[src/rtl/svpi_pkg.sv]
// Shared types, codes and arithmetic helpers for the superheat valve PI controller.
`timescale 1ns / 1ps
`default_nettype none

package svpi_pkg;

   // item kinds on req_tuser
   localparam logic [1:0] FUNC_TICK  = 2'd0;
   localparam logic [1:0] FUNC_REQ   = 2'd1;
   localparam logic [1:0] FUNC_START = 2'd2;

   // external status encoding
   localparam logic [1:0] STATUS_STARTING = 2'd0;
   localparam logic [1:0] STATUS_CLOSE    = 2'd1;
   localparam logic [1:0] STATUS_FIXED    = 2'd2;
   localparam logic [1:0] STATUS_MOD      = 2'd3;

   // register indexes
   localparam logic [2:0] CSR_CONTROL_MODE    = 3'd0;
   localparam logic [2:0] CSR_MANUAL_POSITION = 3'd1;
   localparam logic [2:0] CSR_SETPOINT        = 3'd2;
   localparam logic [2:0] CSR_GAIN_P          = 3'd3;
   localparam logic [2:0] CSR_GAIN_I          = 3'd4;
   localparam logic [2:0] CSR_INT_LIMIT       = 3'd5;
   localparam logic [2:0] CSR_FIXED_POSITION  = 3'd6;
   localparam logic [2:0] CSR_FIXED_INTERVAL  = 3'd7;

   localparam int          SCALE          = 1000;
   localparam logic [9:0]  POSITION_BIAS  = 10'd256;
   localparam logic [9:0]  FIXED_POS_RST  = 10'd256;
   // ceil(2^40 / 1000); exact floor division for magnitudes up to 2^31
   localparam logic [30:0] RECIP_1000     = 31'd1099511628;
   localparam int          RECIP_SHIFT    = 40;

   typedef enum logic [3:0] {
      ST_STARTING = 4'b0001,
      ST_CLOSE    = 4'b0010,
      ST_FIXED    = 4'b0100,
      ST_MOD      = 4'b1000
   } mode_type;

   typedef struct packed {
      logic              control_mode;
      logic [9:0]        manual_position;
      logic signed [15:0] setpoint;
      logic [13:0]       gain_p;
      logic [13:0]       gain_i;
      logic [23:0]       int_limit;
      logic [9:0]        fixed_position;
      logic [30:0]       fixed_interval;
   } cfg_type;

   typedef struct packed {
      logic [1:0]  func;
      logic [1:0]  req_status;
      logic [9:0]  valve_pos;
      logic [31:0] now_tick;
   } item_type;

   // after the multipliers
   typedef struct packed {
      item_type           item;
      logic signed [31:0] prod_i;
      logic signed [31:0] prod_p;
   } prod_type;

   // after the divide by 1000
   typedef struct packed {
      item_type           item;
      logic signed [21:0] q_i;
      logic signed [21:0] p_corr;
   } corr_type;

   // result before the final target scaling
   typedef struct packed {
      logic               target_sel;   // 1: target from target_sum
      logic signed [25:0] target_sum;
      logic [9:0]         target_lit;
      logic               accepted;
      logic [1:0]         status;
      logic               slow;
      logic               preload;
   } res_type;

   // signed divide by 1000, truncating toward zero
   function automatic logic signed [31:0] div1000(input logic signed [31:0] n);
      logic [31:0] mag;
      logic [62:0] prod;
      logic [22:0] qm;
      mag  = n[31] ? 32'(-n) : 32'(n);
      prod = 63'(mag) * 63'(RECIP_1000);
      qm   = prod[62:RECIP_SHIFT];
      return n[31] ? -signed'(32'(qm)) : signed'(32'(qm));
   endfunction

   // symmetric clamp of the integral to +-lim
   function automatic logic signed [24:0] clamp_int(input logic signed [25:0] v,
                                                   input logic [23:0] lim);
      logic signed [25:0] ls;
      logic signed [25:0] r;
      ls = signed'({2'b00, lim});
      r  = v;
      if (r < -ls) r = -ls;
      if (r > ls) r = ls;
      return 25'(r);
   endfunction

   function automatic logic [1:0] mode_code(input mode_type m);
      logic [1:0] c;
      case (m)
         ST_STARTING: c = STATUS_STARTING;
         ST_CLOSE:    c = STATUS_CLOSE;
         ST_FIXED:    c = STATUS_FIXED;
         ST_MOD:      c = STATUS_MOD;
         default:     c = STATUS_STARTING;
      endcase
      return c;
   endfunction

endpackage

`default_nettype wire

[src/rtl/svpi_state.sv]
// Mode machine, integral accumulator and hold timer; one item per cycle while the output side does not stall.
`timescale 1ns / 1ps
`default_nettype none

module svpi_state
   import svpi_pkg::*;
(
   input  wire logic     clock,
   input  wire logic     reset,
   input  wire cfg_type  cfg,
   input  wire logic     in_valid,
   output logic          in_ready,
   input  wire corr_type in_item,
   output logic          out_valid,
   input  wire logic     out_ready,
   output res_type       out_res
);

   mode_type           mode_ff, mode_in;
   logic signed [24:0] integ_ff, integ_in;
   logic               sel_ff, sel_in;
   logic signed [25:0] sum_ff, sum_in;
   logic [9:0]         lit_ff, lit_in;
   logic [31:0]        hold_ff, hold_in;
   logic               slow_ff, slow_in;
   logic               v_ff;
   res_type            res_ff, res_in;
   logic               load;
   logic               acc;
   logic               pre;
   logic signed [24:0] integ_tick;
   logic signed [24:0] integ_preset;
   logic signed [10:0] fp_off;
   logic signed [21:0] preset_raw;
   logic [31:0]        elapsed;

   assign in_ready = !v_ff || out_ready;
   assign load     = in_valid && in_ready;

   assign integ_tick = clamp_int(26'(integ_ff) + 26'(in_item.q_i), cfg.int_limit);
   assign fp_off       = signed'({1'b0, cfg.fixed_position}) - signed'({1'b0, POSITION_BIAS});
   assign preset_raw   = 22'(fp_off) * 22'(SCALE);
   assign integ_preset = clamp_int(26'(preset_raw), cfg.int_limit);
   assign elapsed      = in_item.item.now_tick - hold_ff;

   always_comb begin
      mode_in  = mode_ff;
      integ_in = integ_ff;
      sel_in   = sel_ff;
      sum_in   = sum_ff;
      lit_in   = lit_ff;
      hold_in  = hold_ff;
      slow_in  = slow_ff;
      acc      = 1'b0;
      pre      = 1'b0;
      if (in_item.item.func == FUNC_START) begin
         mode_in  = ST_STARTING;
         slow_in  = 1'b1;
         integ_in = '0;
         sel_in   = 1'b0;
         lit_in   = '0;
         pre      = 1'b1;
      end else begin
         // start-up done once the driver reports home
         if (mode_ff == ST_STARTING && in_item.item.valve_pos == '0) mode_in = ST_CLOSE;
         case (in_item.item.func)
            FUNC_TICK: begin
               if (!cfg.control_mode) begin
                  sel_in = 1'b0;
                  lit_in = cfg.manual_position;
               end else if (mode_in == ST_MOD) begin
                  integ_in = integ_tick;
                  sum_in   = 26'(in_item.p_corr) + 26'(integ_tick);
                  sel_in   = 1'b1;
               end else if (mode_in == ST_FIXED) begin
                  sel_in = 1'b0;
                  lit_in = cfg.fixed_position;
                  if (elapsed > {1'b0, cfg.fixed_interval}) begin
                     mode_in  = ST_MOD;
                     integ_in = integ_preset;
                     slow_in  = 1'b1;
                  end
               end
            end
            FUNC_REQ: begin
               if (mode_in == ST_CLOSE && in_item.item.req_status == STATUS_FIXED) begin
                  if (in_item.item.valve_pos == '0) begin
                     slow_in = 1'b0;
                     mode_in = ST_FIXED;
                     hold_in = in_item.item.now_tick;
                     acc     = 1'b1;
                  end
               end else if ((mode_in == ST_MOD || mode_in == ST_FIXED) &&
                            in_item.item.req_status == STATUS_CLOSE) begin
                  sel_in   = 1'b0;
                  lit_in   = '0;
                  integ_in = '0;
                  slow_in  = 1'b1;
                  mode_in  = ST_CLOSE;
                  acc      = 1'b1;
               end else if (mode_in == ST_FIXED &&
                            in_item.item.req_status == STATUS_FIXED) begin
                  hold_in = in_item.item.now_tick;
                  acc     = 1'b1;
               end
            end
            default: ;
         endcase
      end
   end

   always_comb begin
      res_in.target_sel = sel_in;
      res_in.target_sum = sum_in;
      res_in.target_lit = lit_in;
      res_in.accepted   = acc;
      res_in.status     = mode_code(mode_in);
      res_in.slow       = slow_in;
      res_in.preload    = pre;
   end

   always_ff @(posedge clock) begin
      if (reset) begin
         mode_ff  <= ST_STARTING;
         integ_ff <= '0;
         sel_ff   <= 1'b0;
         sum_ff   <= '0;
         lit_ff   <= '0;
         hold_ff  <= '0;
         slow_ff  <= 1'b1;
         v_ff     <= 1'b0;
      end else begin
         if (in_ready) v_ff <= in_valid;
         if (load) begin
            mode_ff  <= mode_in;
            integ_ff <= integ_in;
            sel_ff   <= sel_in;
            sum_ff   <= sum_in;
            lit_ff   <= lit_in;
            hold_ff  <= hold_in;
            slow_ff  <= slow_in;
         end
      end
   end

   always_ff @(posedge clock) begin
      if (load) res_ff <= res_in;
   end

   assign out_valid = v_ff;
   assign out_res   = res_ff;

   // a computed target exists only while modulating
   a_sel_mod: assert property (@(posedge clock) disable iff (reset)
      sel_ff |-> mode_ff == ST_MOD)
      else $error("computed target outside modulating mode");

   a_start: assert property (@(posedge clock) disable iff (reset)
      (load && in_item.item.func == FUNC_START) |=> (mode_ff == ST_STARTING && slow_ff))
      else $error("start-up beat did not reset mode and speed");

   a_acc_req: assert property (@(posedge clock) disable iff (reset)
      (load && in_item.item.func != FUNC_REQ) |=> !res_ff.accepted)
      else $error("accept flag on a non-request beat");

endmodule

`default_nettype wire

[config.mk]
export PLATFORM = sky130hd
export DESIGN_NAME = svpi_state
export DESIGN_NICKNAME = d
export VERILOG_FILES = /design/src/rtl/svpi_pkg.sv /design/src/rtl/svpi_state.sv
export SDC_FILE = /design/constraint.sdc
export NUM_CORES = 1
export LEC_CHECK = 0
export BUFFER_PORTS_ARGS = -buffer_cell sky130_fd_sc_hd__buf_2
export CORE_MARGIN = 5
export CORE_UTILIZATION = 55
export DETAILED_ROUTE_END_ITERATION = 10
export PLACE_DENSITY_LB_ADDON = 0.25
export SETUP_SLACK_MARGIN = 0.15
export SYNTH_ARGS = -nofsm -noshare
export SYNTH_HDL_FRONTEND = slang
export SYNTH_SLANG_ARGS = --single-unit
[constraint.sdc]
create_clock -name clock -period 19.39 [get_ports clock]
set_input_delay 3.878 -clock clock [delete_from_list [all_inputs] [get_ports clock]]
set_output_delay 3.878 -clock clock [all_outputs]
set_load 0.005 [all_outputs]
==> impl_metrics.py, run 1 <==
metrics = {
    "outcome": {
        "status": "finished clean",
    },
    "placement": {
        "io_buffers": 213,
        "dp_hpwl_um": 41800,
        "place_congestion": 0.958,
    },
    "setup_path": {
        "worst-path-buf-inv": 3,
        "cpLargestDelayFamily": "compound AO/OA/AOI/OAI gates",
        "slowest_stage": "o211a_1",
        "critPathKind": "in2reg",
        "end_kind": "flip-flop",
        "cpPeakStageDelay_ns": 0.70,
        "cp_max_fo": 19,
        "r2r_slack_ns": 7.67,
        "cp_common_cell": "o21ai_0",
        "arrival_ns": 15.12,
        "required_ns": 19.55,
        "crit_path_start_kind": "input pin",
    },
    "logic_synthesis": {
        "synth.area.mux_share": 0.0668,
        "seq_area_frac_synth": 0.195,
        "yosys_most_used_dff": "dfxtp_1",
        "synth_warnings": 0,
        "synth_top_family_by_area": "adder cells",
        "synth_xor_area_frac": 0.0524,
        "ys_ff_latch": 142,
        "synth_adder_area_share": 0.230,
        "postSynthNetCount": 2580,
        "ys_types": 80,
        "syn_area_um2": 16700,
        "async_reset_ff_frac": 0,
        "synth_cells": 2081,
        "syn_avg_cell_area_um2": 8.04,
        "synth-simple-area-share": 0.171,
        "synth_edf_count": 42,
        "synth-compound-area-share": 0.214,
    },
    "timing": {
        "timing.fmax_mhz": 66.8,
        "min_period_over_period": 0.772,
        "finalSetupTns_ns": 0,
        "worst_pin_slew_ns": 1.13,
        "fin_crit_ns": 14.97,
        "fin_worst_skew_ns": 0.0183,
        "finalMaxSlewViolations": 0,
        "hold_violations": 0,
        "rsz0062_at_grt": "no",
        "maxSlewHeadroom": 0.241,
        "setup_viol": 0,
    },
    "clock_tree": {
        "cts_tree": "done",
        "cts.repair.resized": 0,
        "clkSinkCount": 142,
        "post_cts_buffers": 0,
        "cts-root-buf": "clkbuf_16",
        "clk_pin_slew_ns": 0.07,
        "cts_buffers": 17,
        "cts_buffer_depth": 2,
        "htreeDepth": 4,
        "clk_latency_ns": 0.44,
        "postCtsHoldBufs": 0,
    },
    "pwr": {
        "finalPower_uw": 1620,
        "peakVddDrop_v": 0.0000631,
        "leakage_uw": 0.00858,
        "powerDensity_nw_per_um2": 86.3,
    },
    "global_route": {
        "overflow": 0,
        "grt_busiest_layer": "met2",
        "grt_pass1_wl_um": 83200,
        "track_usage": 0.304,
        "use_met3": 0.0622,
        "antenna_found_initial": 7,
        "gr-usage-met1": 0.421,
        "grt_pass1_vias": 15600,
        "use_met2": 0.480,
        "grt_max_degree": 71,
    },
    "detailed_routing": {
        "firstDrtPassIters": 5,
        "drt_iter0_drc": 1302,
        "avgViaCountPerCell": 6.06,
        "drt_wl_total_um": 52900,
        "routedWlPerCell_um": 19.8,
        "drc": 0,
        "vias": 16200,
        "detail-route-antenna-nets": 0,
    },
    "finish": {
        "fill_cells": 2702,
        "final_cell_mix": "ha_1 (248), inv_1 (241), buf_2 (213), nand2_1 (181), nor2_1 (154)",
        "layout_commonest_cell": "ha_1",
        "drive_above_1_share": 0.147,
        "final_nets": 2763,
        "syn_to_final_growth_pct": 12.1,
    },
    "die": {
        "initial_utilization": 0.561,
        "fp-row-count": 63,
        "dieArea_um2": 34000,
        "core_um2": 29800,
        "die_w_um": 184,
        "ioPinCount": 258,
        "die_y_um": 184,
    },
    "flow_run": {
        "cap_viol_max_count": 0,
    },
    "min_path": {
        "hp-class": "reg2reg",
    },
}
metrics by stage:
step           instances  setup slack, ns  instance area [um^2]   util  hold WS (ns)
2_1_floorplan       2081             6.66                 16700      -         0.425
3_3_place_gp        2635             4.35                 18100  0.609         0.438
3_5_place_dp        2635             4.29                 18100  0.609         0.447
4_1_cts             2667             4.67                 18700  0.629         0.456
5_1_grt             2667             3.85                 18700  0.629         0.472
6_report            2669             4.42                 18700  0.629         0.456
cells by family after synthesis:
group / after synthesis
DFF: 142
buffers and inverters: 307
AOI/OAI and AO/OA: 544
xor gates and xnor gates: 100
adders and majority gates: 285
muxes: 101
and+or+nand+nor: 602
cells in the mapped netlist, types with 10 or more instances:
| library cell | count | area (um^2) |
|---|---|---|
| a211o_1 | 10 | 87.6 |
| a211oi_1 | 15 | 113 |
| a21o_1 | 43 | 323 |
| a21oi_1 | 145 | 726 |
| a22oi_1 | 10 | 75.1 |
| a31oi_1 | 15 | 93.8 |
| and3_1 | 15 | 93.8 |
| buf_2 | 11 | 55.1 |
| clkbuf_1 | 49 | 184 |
| dfxtp_1 | 100 | 2000 |
| edfxtp_1 | 42 | 1260 |
| fa_1 | 37 | 741 |
| ha_1 | 248 | 3100 |
| inv_1 | 242 | 908 |
| mux2_2 | 33 | 372 |
| mux2_4 | 12 | 180 |
| mux2i_1 | 52 | 521 |
| nand2_1 | 181 | 679 |
| nand2b_1 | 22 | 138 |
| nand3_1 | 63 | 315 |
| nand4_1 | 46 | 288 |
| nor2_1 | 154 | 578 |
| nor2b_1 | 17 | 106 |
| nor3_1 | 51 | 255 |
| o2111ai_1 | 17 | 149 |
| o211ai_1 | 46 | 345 |
| o21a_1 | 18 | 135 |
| o21ai_0 | 118 | 591 |
| o21bai_1 | 18 | 135 |
| o31ai_1 | 11 | 82.6 |
| xnor2_1 | 72 | 631 |
| xor2_1 | 28 | 245 |
layout make-up:
| cell class | count | area (um^2) | area share |
|---|---|---|---|
| diodes | 2 | 5.00 | 0.000267 |
| clock buffers | 17 | 425 | 0.0227 |
| clock inverters | 15 | 169 | 0.00901 |
| inverters | 242 | 908 | 0.0485 |
| multi-input cells | 1632 | 12300 | 0.656 |
| flip-flops and latches | 142 | 3260 | 0.174 |
| well taps | 390 | 488 | 0.0260 |
| repair buffers | 229 | 1190 | 0.0633 |
layer usage:
metal  vias up  wire length (um)
met3       100              4020
met4        10              1470
li1       7839                 -
met2       597             23700
met5         -                71
met1      7640             23600
sequential cells by signal (all words and copies together), names as in the netlist:
register,flops
lit_ff,10
integ_ff,25
out_res,42
sum_ff,26
sel_ff,1
out_valid,1
slow_ff,1
hold_ff,32
mode_ff,4
worst min-delay path: stages, from the launching register on:
cell and delay (ns):
dfxtp_1 0.31, nand2_1 0.05, a21oi_1 0.05
path summary, 6_finish.rpt:
kind	start	to	cells past startpoint
worst max-delay path	in_item[22]	out_res[35]	43
worst min-delay path	lit_ff[7]	lit_ff[7]	2
worst max register to register	integ_ff[0]	out_res[35]	42
worst min register to register	lit_ff[7]	lit_ff[7]	2
power by group:
group	switching [uW]	total, uW	internal (uW)
sequential	4.59	320	315
combinational	569	954	385
clock	161	345	184
total	734	1620	884
Power figures use the tool's default switching activity.
==> run 2, diff against run 1 <==
Settings changed: CORE_UTILIZATION 55 to 54.
Clock period 19.39 ns to 12 ns, I/O delays scaled along.
==> impl_metrics.py, run 2 (synthesis gave the netlist of run 1 again) <==
metrics = {
    "clock_tree": {
        "post_cts_buffers": 0,
        "cts_buffer_depth": 2,
        "postCtsHoldBufs": 0,
        "clk_latency_ns": 0.44,
        "clk_pin_slew_ns": 0.07,
        "cts_tree": "done",
        "clkSinkCount": 142,
        "cts.repair.resized": 0,
        "cts-root-buf": "clkbuf_16",
        "htreeDepth": 4,
        "cts_buffers": 17,
    },
    "detailed_routing": {
        "firstDrtPassIters": 6,
        "routedWlPerCell_um": 19.5,
        "drt_iter0_drc": 1356,
        "avgViaCountPerCell": 6.05,
        "detail-route-antenna-nets": 0,
        "drc": 0,
        "vias": 16900,
        "drt_wl_total_um": 54500,
    },
    "timing": {
        "timing.fmax_mhz": 87.3,
        "finalMaxSlewViolations": 0,
        "hold_violations": 0,
        "maxSlewHeadroom": 0.180,
        "worst_pin_slew_ns": 1.22,
        "setup_viol": 0,
        "rsz0062_at_grt": "yes",
        "fin_crit_ns": 11.45,
        "min_period_over_period": 0.954,
        "fin_worst_skew_ns": 0.0172,
    },
    "setup_path": {
        "cp_common_cell": "buf_4",
        "required_ns": 12.34,
        "critPathKind": "in2reg",
        "slowest_stage": "fa_1",
        "cp_max_fo": 25,
        "arrival_ns": 11.79,
        "cpPeakStageDelay_ns": 0.53,
        "end_kind": "flip-flop",
        "crit_path_start_kind": "input pin",
    },
    "finish": {
        "final_nets": 2886,
        "layout_commonest_cell": "ha_1",
        "drive_above_1_share": 0.193,
        "final_area_um2": 19700,
        "multi_input_area_um2": 12300,
        "syn_to_final_growth_pct": 18.0,
        "instances_no_fill": 2800,
        "largest_register_ffs": 42,
        "fill_cells": 2692,
        "final_cell_mix": "ha_1 (248), inv_1 (241), buf_2 (213), nand2_1 (181), nor2_1 (154)",
        "seq_area_um2": 3260,
    },
    "die": {
        "initial_utilization": 0.547,
        "die_w_um": 186,
        "ioPinCount": 258,
        "core_um2": 30600,
        "fp-row-count": 64,
        "dieArea_um2": 34600,
        "die_y_um": 186,
    },
    "pwr": {
        "leakage_uw": 0.00917,
        "finalPower_uw": 2800,
        "peakVddDrop_v": 0.000107,
        "powerDensity_nw_per_um2": 142,
    },
    "placement": {
        "io_buffers": 213,
        "place_congestion": 0.993,
        "dp_hpwl_um": 43600,
        "dp.cells": 2764,
        "post_dp_cell_area_um2": 19100,
    },
    "global_route": {
        "grt_pass1_vias": 16300,
        "track_usage": 0.307,
        "overflow": 0,
        "grt_max_degree": 72,
        "antenna_found_initial": 9,
        "grt_pass1_wl_um": 84100,
    },
    "flow_run": {
        "cap_viol_max_count": 0,
    },
    "min_path": {
        "hp-class": "reg2reg",
    },
    "outcome": {
        "status": "finished clean",
    },
}
[run 2: worst max-delay path, delay by kind of cell]
kind | cells | cell delay (ns)
xor gates and xnor gates | 1 | 0.28
AOI/OAI and AO/OA | 13 | 3.06
and+or+nand+nor | 7 | 1.07
muxes | 1 | 0.35
adders and majority gates | 7 | 2.96
buffers and inverters | 11 | 1.64
[run 2: final cells by class]
class | count | share of cell area
multi-input combinational | 1632 | 0.625
sequential | 142 | 0.165
timing repair buffer | 352 | 0.109
inverter | 242 | 0.0461
tap | 396 | 0.0251
clock buffer | 18 | 0.0218
clock inverter | 14 | 0.00685
antenna | 4 | 0.000508
[run 2: routing by layer]
metal | GRT usage | wire [um]
met1 | 0.415 | 23600
met2 | 0.487 | 24500
met3 | 0.0543 | 4160
met4 | 0.121 | 2160
met5 | 0 | 69
[run 2: path summary, 6_finish.rpt]
check           endpoint         from  cells after the start  slack, ns
min reg2reg       sel_ff       sel_ff                      2       0.45
min               sel_ff       sel_ff                      2       0.45
max reg2reg  out_res[38]  integ_ff[0]                     43       2.40
max          integ_ff[6]      cfg[36]                     40       0.55
[run 2: report_power, final]
group	switching [uW]	internal (uW)
registers	7.63	509
logic	987	763
clock network	242	289
[run 2: per-stage QoR]
step	hold WS, ns	utilization	setup slack, ns	setup TNS, ns
final	0.451	0.645	0.546	0
after global routing	0.474	0.645	-0.0130	-0.0130
after CTS	0.453	0.643	0.530	0
after detailed placement	0.445	0.625	0.136	0
after global placement	0.438	0.625	0.230	0
after floorplan	0.425	-	0.751	0
==> run 3, diff against run 2 <==
Settings changed: CELL_PAD_IN_SITES_DETAIL_PLACEMENT set to 0, CELL_PAD_IN_SITES_GLOBAL_PLACEMENT set to 1, CORE_UTILIZATION 54 to 40, SLEW_MARGIN set to 20, TNS_END_PERCENT set to 50.
==> impl_metrics.py, run 3 (synthesis gave the netlist of run 1 again) <==
metrics = {
    "finish": {
        "syn_to_final_growth_pct": 19.3,
        "drive_above_1_share": 0.195,
        "final_cell_mix": "ha_1 (248), inv_1 (241), buf_2 (213), nand2_1 (181), nor2_1 (154)",
        "fill_cells": 4256,
        "largest_register_ffs": 42,
        "final_nets": 2888,
        "utilization": 0.479,
        "layout_commonest_cell": "ha_1",
    },
    "global_route": {
        "grt_max_degree": 72,
        "grt_pass1_vias": 16100,
        "grt_pass1_wl_um": 90000,
        "overflow": 0,
        "antenna_found_initial": 6,
        "track_usage": 0.244,
    },
    "clock_tree": {
        "clkSinkCount": 142,
        "cts_buffers": 17,
        "postCtsHoldBufs": 0,
        "cts_tree": "done",
        "clk_latency_ns": 0.46,
        "clk_pin_slew_ns": 0.07,
        "htreeDepth": 4,
        "cts-root-buf": "clkbuf_16",
        "cts_buffer_depth": 2,
    },
    "min_path": {
        "whs_path_depth": 2,
        "hold_start": "sum_ff[5]",
        "min_to": "sum_ff[5]",
        "hp-class": "reg2reg",
    },
    "timing": {
        "fin_ws_ns": 0.732,
        "whs_ns": 0.455,
        "fin_crit_ns": 11.27,
        "fin_worst_skew_ns": 0.0139,
        "rsz0062_at_grt": "no",
        "timing.fmax_mhz": 88.7,
        "hold_violations": 0,
        "worst_pin_slew_ns": 0.983,
        "maxSlewHeadroom": 0.342,
        "setup_viol": 0,
        "min_period_over_period": 0.939,
        "finalSetupTns_ns": 0,
        "finalMaxSlewViolations": 0,
    },
    "detailed_routing": {
        "drc": 0,
        "routedWlPerCell_um": 19.7,
        "drt_wl_total_um": 58000,
        "firstDrtPassIters": 5,
        "vias": 16400,
        "drt_iter0_drc": 1173,
        "avgViaCountPerCell": 5.56,
        "detail-route-antenna-nets": 0,
    },
    "setup_path": {
        "rr_worst_depth": 38,
        "r2r-start": "integ_ff[2]",
        "r2r_end": "out_res[35]",
        "crit_start": "cfg[35]",
        "required_ns": 12.34,
        "end_kind": "flip-flop",
        "cp_common_cell": "inv_1",
        "r2r_slack_ns": 2.47,
        "slowest_stage": "fa_1",
        "critPathKind": "in2reg",
        "cp_max_fo": 20,
        "crit_path_start_kind": "input pin",
        "arrival_ns": 11.61,
        "cpPeakStageDelay_ns": 0.53,
    },
    "placement": {
        "pre_cts_slack_ns": 0.122,
        "io_buffers": 213,
        "place_congestion": 0.937,
        "dp_hpwl_um": 47000,
    },
    "pwr": {
        "finalPower_uw": 2850,
        "powerDensity_nw_per_um2": 143,
        "leakage_uw": 0.00919,
        "peakVddDrop_v": 0.000135,
    },
    "die": {
        "core_um2": 41700,
        "die_w_um": 214,
        "fp-row-count": 75,
        "dieArea_um2": 46000,
        "die_y_um": 214,
        "ioPinCount": 258,
        "initial_utilization": 0.401,
    },
    "flow_run": {
        "cap_viol_max_count": 0,
    },
    "outcome": {
        "status": "finished clean",
    },
}
==> run 3: final cells by class <==
| cell class | count | area (um^2) | area share |
|---|---|---|---|
| Tap cell | 539 | 674 | 0.0338 |
| Antenna cell | 4 | 10.0 | 0.000502 |
| Timing Repair Buffer | 354 | 2140 | 0.107 |
| Clock buffer | 17 | 425 | 0.0213 |
| Inverter | 242 | 908 | 0.0456 |
| Clock inverter | 15 | 175 | 0.00878 |
| Multi-Input combinational cell | 1632 | 12300 | 0.619 |
| Sequential cell | 142 | 3260 | 0.164 |
==> run 3: metal layers <==
metal  vias up  global-route usage  wire length (um)
met3        78              0.0354              3060
met4         4              0.0670              1350
met1      7744               0.342             27500
li1       8104                   -                 -
met5         -                   0                22
met2       431               0.395             26100
==> run 3: how the worst max path moves through the flow <==
stage	endpoint	slack, ns	cells past startpoint
floorplan	out_res[35]	0.75	44
global placement	integ_ff[22]	0.17	39
detailed placement	integ_ff[22]	0.12	38
CTS	out_res[38]	0.57	43
global route	out_res[36]	0.17	45
finish	integ_ff[22]	0.73	39
==> run 3: power breakdown <==
| part | total [uW] | internal (uW) | leakage [uW] | switching [uW] |
|---|---|---|---|---|
| Combinational | 1780 | 767 | 0.00767 | 1010 |
| Sequential | 516 | 509 | 0.00123 | 7.09 |
| Clock | 560 | 297 | 0.000288 | 263 |
==> run 3: repair_timing <==
item	4_1_cts	5_1_grt
buffers inserted	0	6
endpoints found under the setup margin	0	43
resized for setup	0	15
==> run 3: critical path: cells and delay by family <==
kind	cells	cell delay, ns
AOI/OAI and AO/OA	16	3.87
buffers and inverters	10	1.34
and+or+nand+nor	6	1.00
adders and majority gates	7	2.99
==> run 3: through the flow <==
stage / cell area (um^2) / instances
2_1_floorplan: 16700 / 2081
3_3_place_gp: 19200 / 2903
3_5_place_dp: 19200 / 2903
4_1_cts: 19800 / 2935
5_1_grt: 19900 / 2943
6_report: 19900 / 2945
